--- src/rtl/lrcr_fifo.sv ---
// ----------------------------------------------------------------------------
// lrcr_fifo: small register queue
// Circular buffer with occupancy count; push ignored when full, pop when empty.
// ----------------------------------------------------------------------------
module lrcr_fifo #(
  parameter int WIDTH = 8,
  parameter int DEPTH = 4
) (
  input  logic             clk,
  input  logic             rst,
  input  logic             push,
  input  logic [WIDTH-1:0] wdata,
  output logic             full,
  input  logic             pop,
  output logic [WIDTH-1:0] rdata,
  output logic             empty
);

  localparam int AW = $clog2(DEPTH);
  localparam int CW = $clog2(DEPTH + 1);
  localparam logic [AW-1:0] LAST = AW'(DEPTH - 1);

  logic [WIDTH-1:0] store [DEPTH];
  logic [AW-1:0]    wr_ptr;
  logic [AW-1:0]    rd_ptr;
  logic [CW-1:0]    count;
  logic             do_push;
  logic             do_pop;

  assign full    = (count == CW'(DEPTH));
  assign empty   = (count == '0);
  assign do_push = push & ~full;
  assign do_pop  = pop & ~empty;
  assign rdata   = store[rd_ptr];

  always_ff @(posedge clk) begin
    if (rst) begin
      wr_ptr <= '0;
      rd_ptr <= '0;
      count  <= '0;
    end else begin
      if (do_push) begin
        wr_ptr <= (wr_ptr == LAST) ? '0 : wr_ptr + 1'b1;
      end
      if (do_pop) begin
        rd_ptr <= (rd_ptr == LAST) ? '0 : rd_ptr + 1'b1;
      end
      count <= count + CW'(do_push) - CW'(do_pop);
    end
  end

  always_ff @(posedge clk) begin
    if (do_push) begin
      store[wr_ptr] <= wdata;
    end
  end

endmodule

--- config.mk ---
export PLATFORM = sky130hd
export DESIGN_NAME = lrcr_fifo
export DESIGN_NICKNAME = d
export VERILOG_FILES = /design/src/rtl/lrcr_fifo.sv
export SDC_FILE = /design/constraint.sdc
export NUM_CORES = 1
export LEC_CHECK = 0
export ABC_AREA = 1
export BUFFER_PORTS_ARGS = -buffer_cell sky130_fd_sc_hd__buf_2
export CORE_MARGIN = 10
export CORE_UTILIZATION = 50
export DETAILED_ROUTE_END_ITERATION = 6
export PLACE_DENSITY = 0.71
export SETUP_SLACK_MARGIN = 0.5
export SYNTH_ARGS = -nofsm -noshare
export SYNTH_HDL_FRONTEND = slang
export SYNTH_SLANG_ARGS = --single-unit
--- constraint.sdc ---
create_clock -name clk -period 5.32 [get_ports clk]
set_input_delay 1.064 -clock clk [delete_from_list [all_inputs] [get_ports clk]]
set_output_delay 1.064 -clock clk [all_outputs]
set_load 0.05 [all_outputs]
==> impl_metrics.ini <==
[critical_path]
rr_startpoint = count[1]
cp.depth = 4
crit_arrival_ns = 1.84
reg2reg_slack_ns = 3.36
critPathSlowestCell = dfxtp_1
path_class = reg -> out
cp.required_ns = 4.26
r2r-end = count[2]
cp_num_buf_inv = 2
cp_cell_sequence = inv_2 -> o21ai_0 -> o22ai_1 -> buf_2
path_max_fanout = 17
cp-end-kind = output port
slowest_delay_ns = 0.70
r2r_cells = 10
critPathTopFamily = flip-flops
setup.worst_path.end = rdata[7]
startpoint_type = register

[sta]
clock.fmax_mhz = 344
fin_crit_sh_pct = 54.6
layout_min_cycle_time_ns = 2.91
slew_headroom_pct = 40.3
worst_pin_slew_ns = 0.892
fin_worst_skew_ns = 0.0149
drv_slew = 0
tns_ns = 0
setup_violations = 0
finalHoldViolCount = 0
rsz0062_at_grt = false
hold_ws_ns = 0.535

[final_layout]
drive_gt1_share_pct = 20.6
syn2layout_area_growth_pct = 12.9
final_nets = 189
multi_input_area_um2 = 467
regArea_um2 = 1140
antenna_cells = 0
nFillCells = 288

[floorplanning]
rows = 21
die_y_um = 78.3
core_area_um2 = 3310
io_pins = 22
start_util_pct = 51.3
die_w_um = 78.3
dieArea_um2 = 6130

[global_route]
grt_pass1_vias = 1053
grt_pass1_wl_mm = 4.78
grt-ovfl-total = 0
grt_usage_pct = 10.0
grt_max_degree = 18
antenna_found_initial = 0

[cts]
cts_root_buf = clkbuf_4
ctsHoldBuffers = 0
cts_buffer_depth = 2
cts_tree = yes
cts_setup_buffers = 0
clk_latency_ns = 0.35
path_clk_slew_ns = 0.12
cts_resized = 0
cts_buffers = 5
htree_num_levels = 2
clock-sinks = 41

[synth]
ys.flop_type = edfxtp_1
ys_seq_elements = 41
synth_edf_count = 32
synth_cells = 143
ys_seq_area_share_pct = 67.2
synthArstFlopShare_pct = 0
synthDistinctLibCells = 20
syn_area_um2 = 1700
synth_area_per_cell_um2 = 11.9
mappedNetlistNets = 163
yosysWarnings = 0

[detailed_routing]
wl_per_cell_um = 13.3
via_count = 1050
drt-pass1-iter-count = 5
drtAntennaViolNets = 0
drt_drc_violations_left = 0
drt_iter0_markers = 70
wl_mm = 2.88
viasPerCell = 4.86

[power_and_ir_drop]
clkPwrFrac_pct = 18.4
p_per_area_nw_per_um2 = 557
power_frac_comb_pct = 40.5
irDropWorstVdd_uv = 312
p_sw_share_pct = 42.6
p_switching_uw = 455
seqPwrFrac_pct = 41.1
p_leak_nw = 0.767
p_int_uw = 613

[placement]
portBuffers = 21
gp_congestion = 0.709
dp_hpwl_mm = 2.06

[run]
drv_cap = 0

[status]
status = completed

[min_path]
hold-path-cell-count = 2
hold_path.class = reg -> reg
[routing by layer]
| metal | global-route usage [%] | part of all wire (%) | wire, µm |
|---|---|---|---|
| met5 | 0 | 0 | 0 |
| met4 | 6.45 | 2.6 | 76 |
| met3 | 3.64 | 5.4 | 154 |
| met2 | 16.6 | 48 | 1390 |
| met1 | 10.6 | 44 | 1260 |
[registers in the layout, indices dropped and copies added, names as in the netlist, named ones only]
signal and cells:
store 32, count 3, rd_ptr 2, wr_ptr 2
[power groups by stage]
| stage | sequential (mW) | combinational [mW] | clock [mW] |
|---|---|---|---|
| detailed placement | 0.447 | 0.439 | 0 |
| global placement | 0.445 | 0.425 | 0 |
| global route | 0.447 | 0.476 | 0.214 |
| floorplan | 0.431 | 0.358 | 0 |
| CTS | 0.440 | 0.439 | 0.200 |
| finish | 0.439 | 0.432 | 0.196 |
[worst min path at each step]
stage                    from  slack [ns]   endpoint
floorplan           rd_ptr[1]        0.48   register
global placement    rd_ptr[1]        0.51  rd_ptr[1]
detailed placement  rd_ptr[1]        0.52  rd_ptr[1]
CTS                 rd_ptr[1]        0.53  rd_ptr[1]
global route        rd_ptr[0]        0.57  rd_ptr[0]
finish              rd_ptr[1]        0.54  rd_ptr[1]
[layout by cell type (no fill, tap or decap), types with 2 or more instances in the layout]
cell      instances
nor2_1           32
edfxtp_1         32
buf_2            21
inv_1            17
o21ai_0          12
dfxtp_1           9
nand2_1           8
o22ai_1           8
ha_1              7
clkbuf_4          5
o21ai_2           3
a21oi_1           3
nand3b_1          2
[synthesized netlist by cell type (all sizes together) (2+ instances only)]
master	count	area, µm²
a21oi	3	15.0
inv	18	67.6
nand3b	2	15.0
nor2	32	120
o22ai	8	50.1
edfxtp	32	961
dfxtp	9	180
buf	2	22.5
nand2	10	47.6
ha	7	87.6
o21ai	16	91.3
[worst min-delay path, cell delays in order (launching register included)]
cell     delay, ns
dfxtp_1       0.34
a21oi_1       0.11
nor2_1        0.06
[through the flow]
| stage | utilization (%) | instance area, µm² | total power, mW | setup WS [ns] | instances |
|---|---|---|---|---|---|
| after floorplan | - | 1700 | 0.789 | 2.85 | 143 |
| after global placement | 55.5 | 1840 | 0.870 | 2.83 | 208 |
| after detailed placement | 55.5 | 1840 | 0.886 | 2.79 | 208 |
| after CTS | 57.9 | 1920 | 1.08 | 2.39 | 216 |
| after global routing | 57.9 | 1920 | 1.14 | 2.19 | 216 |
| final | 57.9 | 1920 | 1.07 | 2.41 | 216 |
[layout make-up]
type	count	area share (%)
Timing Repair Buffer	21	5.48
Sequential cell	41	59.5
Tap cell	46	3.00
Multi-Input combinational cell	82	24.3
Clock inverter	3	2.15
Clock buffer	5	1.96
Inverter	18	3.52
[cell families (layout without fill, tap and decap cells)]
family / after synthesis / after routing / synth area share [%]
buf+inv: 20 / 47 / 5.31
fa+ha+maj: 8 / 8 / 6.34
flops: 41 / 41 / 67.2
xor+xnor: 1 / 1 / 0.516
compound gates: 27 / 27 / 9.21
simple gates: 46 / 46 / 11.4
Note: power is estimated with default switching activity, not from simulation.
