`src/rtl/lrcr_pkg.sv`:
```
// ----------------------------------------------------------------------------
// lrcr_pkg: shared types and constants
// Command and result formats, field widths and pipeline depths for the
// luminance ratio color restore block.
// ----------------------------------------------------------------------------
package lrcr_pkg;

  localparam int PIX_W       = 8;           // every byte field
  localparam int TABLE_AW    = 16;          // table index: blurred level, gray level
  localparam int TABLE_DEPTH = 65536;
  localparam int GAIN_W      = 5;
  localparam int SUM_W       = 10;          // sum of three table levels, up to 765
  localparam int DEN_W       = 10;          // three times gray, up to 765
  localparam int NUM_W       = 18;          // channel times sum, up to 195075
  localparam int LIM_W       = 15;          // three times gray times gain, up to 23715
  localparam int SATP_W      = 13;          // channel times gain, up to 7905
  localparam int QUO_W       = 8;           // quotient bits before saturation
  localparam int NCH         = 3;
  localparam int NBLUR       = 3;

  localparam int CH_BLUE     = 0;
  localparam int CH_GREEN    = 1;
  localparam int CH_RED      = 2;
  localparam int BLUR_SMALL  = 0;
  localparam int BLUR_MID    = 1;
  localparam int BLUR_LARGE  = 2;
  localparam int WDATA_SLOT  = 0;           // channel slot that carries table data

  localparam logic [GAIN_W-1:0] GAIN_RESET = 5'd4;
  localparam logic [PIX_W-1:0]  PIX_MAX    = 8'd255;

  // divider: entry stage, one stage per quotient bit, rounding stage
  localparam int DIV_LAT  = QUO_W + 2;
  // three front stages of the back pipeline ahead of the divider
  localparam int BACK_LAT = DIV_LAT + 3;

  typedef enum logic {
    CMD_WRITE = 1'b0,
    CMD_PIXEL = 1'b1
  } cmd_kind_t;

  // A table write reuses the pixel layout: gray holds the low address byte,
  // every blur slot holds the high address byte, data sits in WDATA_SLOT.
  typedef struct packed {
    cmd_kind_t                   kind;
    logic [PIX_W-1:0]            gray;
    logic [NBLUR-1:0][PIX_W-1:0] blur;
    logic [NCH-1:0][PIX_W-1:0]   chan;
  } cmd_t;

  typedef struct packed {
    logic [NCH-1:0][PIX_W-1:0] chan;
  } pix_t;

endpackage

```
`src/rtl/lrcr_fifo.sv`:
```
// ----------------------------------------------------------------------------
// lrcr_fifo: small register queue
// Circular buffer with occupancy count; push ignored when full, pop when empty.
// ----------------------------------------------------------------------------
module lrcr_fifo #(
  parameter int WIDTH = 8,
  parameter int DEPTH = 4
) (
  input  logic             clk,
  input  logic             rst,
  input  logic             push,
  input  logic [WIDTH-1:0] wdata,
  output logic             full,
  input  logic             pop,
  output logic [WIDTH-1:0] rdata,
  output logic             empty
);

  localparam int AW = $clog2(DEPTH);
  localparam int CW = $clog2(DEPTH + 1);
  localparam logic [AW-1:0] LAST = AW'(DEPTH - 1);

  logic [WIDTH-1:0] store [DEPTH];
  logic [AW-1:0]    wr_ptr;
  logic [AW-1:0]    rd_ptr;
  logic [CW-1:0]    count;
  logic             do_push;
  logic             do_pop;

  assign full    = (count == CW'(DEPTH));
  assign empty   = (count == '0);
  assign do_push = push & ~full;
  assign do_pop  = pop & ~empty;
  assign rdata   = store[rd_ptr];

  always_ff @(posedge clk) begin
    if (rst) begin
      wr_ptr <= '0;
      rd_ptr <= '0;
      count  <= '0;
    end else begin
      if (do_push) begin
        wr_ptr <= (wr_ptr == LAST) ? '0 : wr_ptr + 1'b1;
      end
      if (do_pop) begin
        rd_ptr <= (rd_ptr == LAST) ? '0 : rd_ptr + 1'b1;
      end
      count <= count + CW'(do_push) - CW'(do_pop);
    end
  end

  always_ff @(posedge clk) begin
    if (do_push) begin
      store[wr_ptr] <= wdata;
    end
  end

endmodule

```
`src/rtl/lrcr_front.sv`:
```
// ----------------------------------------------------------------------------
// lrcr_front: input side
// Classify each item as table write or pixel, pack it into one command
// format and hold it in the command queue until the back end takes it.
// ----------------------------------------------------------------------------
module lrcr_front #(
  parameter int CMD_DEPTH = 4
) (
  input  logic                         clk,
  input  logic                         rst,
  input  logic                         push,
  output logic                         full,
  input  logic                         func,
  input  logic [lrcr_pkg::TABLE_AW-1:0] table_address,
  input  logic [lrcr_pkg::PIX_W-1:0]   table_value,
  input  logic [lrcr_pkg::PIX_W-1:0]   gray_level,
  input  logic [lrcr_pkg::PIX_W-1:0]   blur_small,
  input  logic [lrcr_pkg::PIX_W-1:0]   blur_mid,
  input  logic [lrcr_pkg::PIX_W-1:0]   blur_large,
  input  logic [lrcr_pkg::PIX_W-1:0]   blue_in,
  input  logic [lrcr_pkg::PIX_W-1:0]   green_in,
  input  logic [lrcr_pkg::PIX_W-1:0]   red_in,
  output logic                         cmd_valid,
  output lrcr_pkg::cmd_t               cmd,
  input  logic                         cmd_pop
);

  localparam int CMD_W = $bits(lrcr_pkg::cmd_t);

  lrcr_pkg::cmd_t   cmd_in;
  logic [CMD_W-1:0] q_rdata;
  logic             q_empty;

  always_comb begin
    cmd_in      = '0;
    cmd_in.kind = lrcr_pkg::cmd_kind_t'(func);
    unique case (cmd_in.kind)
      lrcr_pkg::CMD_WRITE: begin
        // same entry in every table copy
        cmd_in.gray = table_address[lrcr_pkg::PIX_W-1:0];
        for (int k = 0; k < lrcr_pkg::NBLUR; k++) begin
          cmd_in.blur[k] = table_address[lrcr_pkg::TABLE_AW-1:lrcr_pkg::PIX_W];
        end
        cmd_in.chan[lrcr_pkg::WDATA_SLOT] = table_value;
      end
      lrcr_pkg::CMD_PIXEL: begin
        cmd_in.gray                        = gray_level;
        cmd_in.blur[lrcr_pkg::BLUR_SMALL]  = blur_small;
        cmd_in.blur[lrcr_pkg::BLUR_MID]    = blur_mid;
        cmd_in.blur[lrcr_pkg::BLUR_LARGE]  = blur_large;
        cmd_in.chan[lrcr_pkg::CH_BLUE]     = blue_in;
        cmd_in.chan[lrcr_pkg::CH_GREEN]    = green_in;
        cmd_in.chan[lrcr_pkg::CH_RED]      = red_in;
      end
      default: begin
        cmd_in.gray = gray_level;
      end
    endcase
  end

  lrcr_fifo #(
    .WIDTH (CMD_W),
    .DEPTH (CMD_DEPTH)
  ) u_cmd_q (
    .clk   (clk),
    .rst   (rst),
    .push  (push),
    .wdata (cmd_in),
    .full  (full),
    .pop   (cmd_pop),
    .rdata (q_rdata),
    .empty (q_empty)
  );

  assign cmd_valid = ~q_empty;
  assign cmd       = lrcr_pkg::cmd_t'(q_rdata);

endmodule

```
`config.mk`:
```
export PLATFORM = sky130hd
export DESIGN_NAME = lrcr_front
export DESIGN_NICKNAME = d
export VERILOG_FILES = /design/src/rtl/lrcr_pkg.sv /design/src/rtl/lrcr_fifo.sv /design/src/rtl/lrcr_front.sv
export SDC_FILE = /design/constraint.sdc
export NUM_CORES = 1
export LEC_CHECK = 0
export BUFFER_PORTS_ARGS = -buffer_cell sky130_fd_sc_hd__buf_4
export CORE_AREA = 2 2 165 118
export DETAILED_ROUTE_END_ITERATION = 8
export DIE_AREA = 0 0 167 120
export GPL_ROUTABILITY_DRIVEN = 0
export PLACE_DENSITY = 0.74
export SKIP_CTS_REPAIR_TIMING = 1
export SLEW_MARGIN = 20
export SYNTH_ARGS = -nofsm -noshare
export SYNTH_HDL_FRONTEND = slang
export SYNTH_SLANG_ARGS = --single-unit
```
`constraint.sdc`:
```
create_clock -name clk -period 2 [get_ports clk]
set_clock_uncertainty 0.15 [all_clocks]
set_input_delay 0.2 -clock clk [delete_from_list [all_inputs] [get_ports clk]]
set_output_delay 0.2 -clock clk [all_outputs]
set_load 0.02 [all_outputs]
```
==> metrics.md <==
| Metric | Value |
|---|---|
| Status | complete, but fails checks |
| Failing checks | negative hold slack, negative setup slack |
| Critical-path top delay cell | mux4_2 |
| CP Capture Type | primary output |
| Gate count of the mapped netlist | 444 |
| WL per Instance | 19.6 um |
| Syn_nets | 536 |
| Area contributors post-synth | edfxtp_1 (74%), mux4_2 (14%), nand2_1 (2.0%), dfxtp_1 (1.9%), mux2_2 (1.9%) |
| WHS Endpoint | u_cmd_q.store[3][24] |
| Critical Path Stages | 4 |
| Root buf cell | clkbuf_16 |
| Pre-antenna DRT Iters | 5 |
| Fmax | 447 MHz |
| Reg2reg path depth | 5 |
| WHS Path Cells | 3 |
| DRC viols | 0 |
| Top_reg_cell synth | edfxtp_1 |
| FF+latch count, synth | 237 |
| Startpoint Class | flip-flop |
| Final non-filler cell total | 952 |
| Worst path max stage delay | roughly 0.52 ns |
| Crit Path Max Fanout | 8 |
| All-layer global routing usage | 17.5% |
| RSZ-0062 raised after global routing | true |
| Largest family of logic cells by synthesized area | multiplexers |
| WP buf/inv | 3 |
| Area of the die | 0.0200 sq mm |
| TritonCTS Buffers | 22 |
| Actual slew at the worst max-slew pin | ~0.46 ns |
| Reg2reg start | u_cmd_q.count[2] |
| Worst Min Path Start | blur_small[0] |
| Worst path required time | ~1.7 ns |
| Layout cells sized above 1 | 41.3% |
| Worst endpoint data arrival time | roughly 1.9 ns |
| DR vias/cell | 5.26 |
| Sequential fraction of the synthesis area | 75.8% |
| Initial antenna violation count | 0 |
| Tcrit/Tclk final | 112% |
| Longest Clk Path Bufs | 3 |
| Hold Vio Cnt, Final | 8 |
| Placeable Area | 0.0186 sq mm |
| Clock Pin Slew Worst Setup and Hold Paths | 0.06 ns |
| Routed Wire Length | approximately 19000 um |
| Simple-gate area share of the yosys netlist | 4.79% |
| Total grt overflow | 0 |
| Final setup violation count | 57 |
| Post-Synth XOR/XNOR Area | less than 1% |
| TNS Setup | -11.74 ns |
| Post-layout min period | 2.24 ns |
| Mux contribution to synthesized area | between 10% and 20% |
| First-pass GRT wire length | 26700 um |
| # diodes | 0 |
| Compound-gate portion of the synthesized area | less than 1% |
| EDFF count, synth | 228 |
| Reg2reg setup slack | 0.02 ns |
| Distinct cell type count after synthesis | 29 |
| Post-detail-place hpwl | roughly 11000 um |
| Cell Area, Synth | a little over 0.009 sq mm |
| Ys Warns | 0 |
| End-of-flow core utilization | around 68% |
| Slew headroom | 69.2% |
| Area share of the largest cell type after synthesis | 73.9% |
| Post-Synth Adder-Cell Area | a little over 1% |
| Final nets | 786 |
| Max-slew violation count | 0 |
| Synth area leader | edfxtp_1 |
| Avg Inst Size Synth | 20.9 sq um |
| # port buffers | 143 |
| Worst-Skew Late Latency | 0.49 ns |
| Critical Path, Cell by Cell | buf_12 > clkbuf_16 > mux4_2 > buf_6 |
| Worst vdd ir | 613 uV |
| Async S/R FF share, synth | 0% |
| Maxcap violations | 0 |
| Reg2reg end | u_cmd_q.store[0][6] |
| Post-Place Cells | approximately 830 |
| H-tree levels | 1 |
| P_leak | 4.52 nW |
| Sink Count | 237 |
| Starting DRT DRC Count | 310 |
| Remaining antenna violation count after routing | 0 |
| Die Wd | between 150 and 200 um |
| Largest net degree at the start of global routing | between 50 and 60 |
| Hold Crit Class | primary input to flip-flop |
| CP delay by family, top | multiplexers |
| Standard-cell rows | 42 |
| Worst setup margin | -0.238 ns |
| Synthesis-to-layout area growth | 35.2% |
| Initial Utilization | 49.9% |
| Vias | 5005 |
| Chip Height | 120 um |
| Hold WS | -0.0343 ns |
| Vias in the first global route | 4775 |
| Crit Path Class | flip-flop to primary output |
| Power Density | ~1200 mW/mm^2 |
| IO Count | around 140 |
| CTS tree | yes |
-- logic make-up (layout without fill, tap and decap cells) --
kind of cell,count (synthesis),count (layout)
xor+xnor,1,1
flops,237,237
fa+ha+maj,7,7
compound gates,6,6
simple gates,92,92
buf+inv,26,292
mux,75,75
-- power breakdown --
| part | internal (W) | switching [W] | leakage, nW | total (W) |
|---|---|---|---|---|
| sequential | 0.00608 | 0.000155 | 2.18 | 0.00624 |
| combinational | 0.00225 | 0.00209 | 2.00 | 0.00433 |
| clock | 0.00235 | 0.00169 | 0.343 | 0.00404 |
| total | 0.0107 | 0.00394 | 4.52 | 0.0146 |
-- worst reg2reg max path: cells and delay by family (launching register included) --
family / cells / cell delay [ns]
simple gates: 2 / 0.62
buf+inv: 3 / 0.47
flops: 1 / 0.35
-- registers in the layout, indices dropped and copies added (netlist names), named ones only --
name,cells
u_cmd_q.wr_ptr,2
u_cmd_q.rd_ptr,2
u_cmd_q.count,3
u_cmd_q.store,228
-- Yosys cell counts, types with 5 or more instances --
cell type and n:
nand2_1 49, buf_2 8, dfxtp_1 9, nor2_1 5, mux4_2 57, nand2b_1 8
buf_6 5, and2_1 17, edfxtp_1 228, ha_1 6, clkbuf_1 5, mux2_2 16
-- area by class of cell --
cell class	count	area, sq um
clock buffer	27	591
timing repair buffer	247	2380
sequential	237	7040
multi-input combinational	181	2090
tap	242	303
inverter	5	23.8
clock inverter	13	106
fill	1216	6020
-- layout by cell type, fill, tap and decap left out, types with 2 or more instances in the layout --
master and count:
clkbuf_1 4, buf_12 8, nor2_1 5, nand2b_1 8
clkinv_2 4, buf_4 122, mux4_2 57, clkinv_1 7
nand2_1 49, dfxtp_2 4, buf_16 2, inv_1 4
and2_1 17, dfxtp_1 4, nand3_1 2, o31ai_2 2
mux2i_1 2, edfxtp_1 228, buf_6 39, clkbuf_16 26
a21oi_1 3, dlygate4sd3_1 73, mux2_2 16, bufinv_16 2
and3_2 4, ha_1 6
-- per-layer routing --
layer | global-route usage [%] | vias to the layer above | share of wire [%]
met2 | 28.4 | 191 | 50
met1 | 25.1 | 2508 | 42
li1 | - | 2277 | -
met4 | 4.36 | 0 | 2.0
met5 | 0 | - | 0
met3 | 3.20 | 29 | 6.7
-- metrics by stage --
stage | cell area, sq um | setup slack [ns] | total power, W
after floorplan | 9270 | 0.00692 | 0.00857
after global placement | 10800 | 0.0576 | 0.0100
after detailed placement | 10800 | -0.0279 | 0.0101
after CTS | 11500 | -0.344 | 0.0142
after global routing | 12500 | -0.297 | 0.0152
final | 12500 | -0.238 | 0.0146
-- how the worst max path moves through the flow --
stage	slack (ns)	to	from
floorplan	0.007	u_cmd_q.count[2]	u_cmd_q.count[2]
global placement	0.06	u_cmd_q.count[2]	u_cmd_q.count[2]
detailed placement	-0.03	u_cmd_q.count[2]	u_cmd_q.count[0]
CTS	-0.34	cmd[0]	flip-flop
global route	-0.30	cmd[5]	flip-flop
finish	-0.24	cmd[53]	flip-flop
No activity file was read; power rests on OpenSTA's default activity.
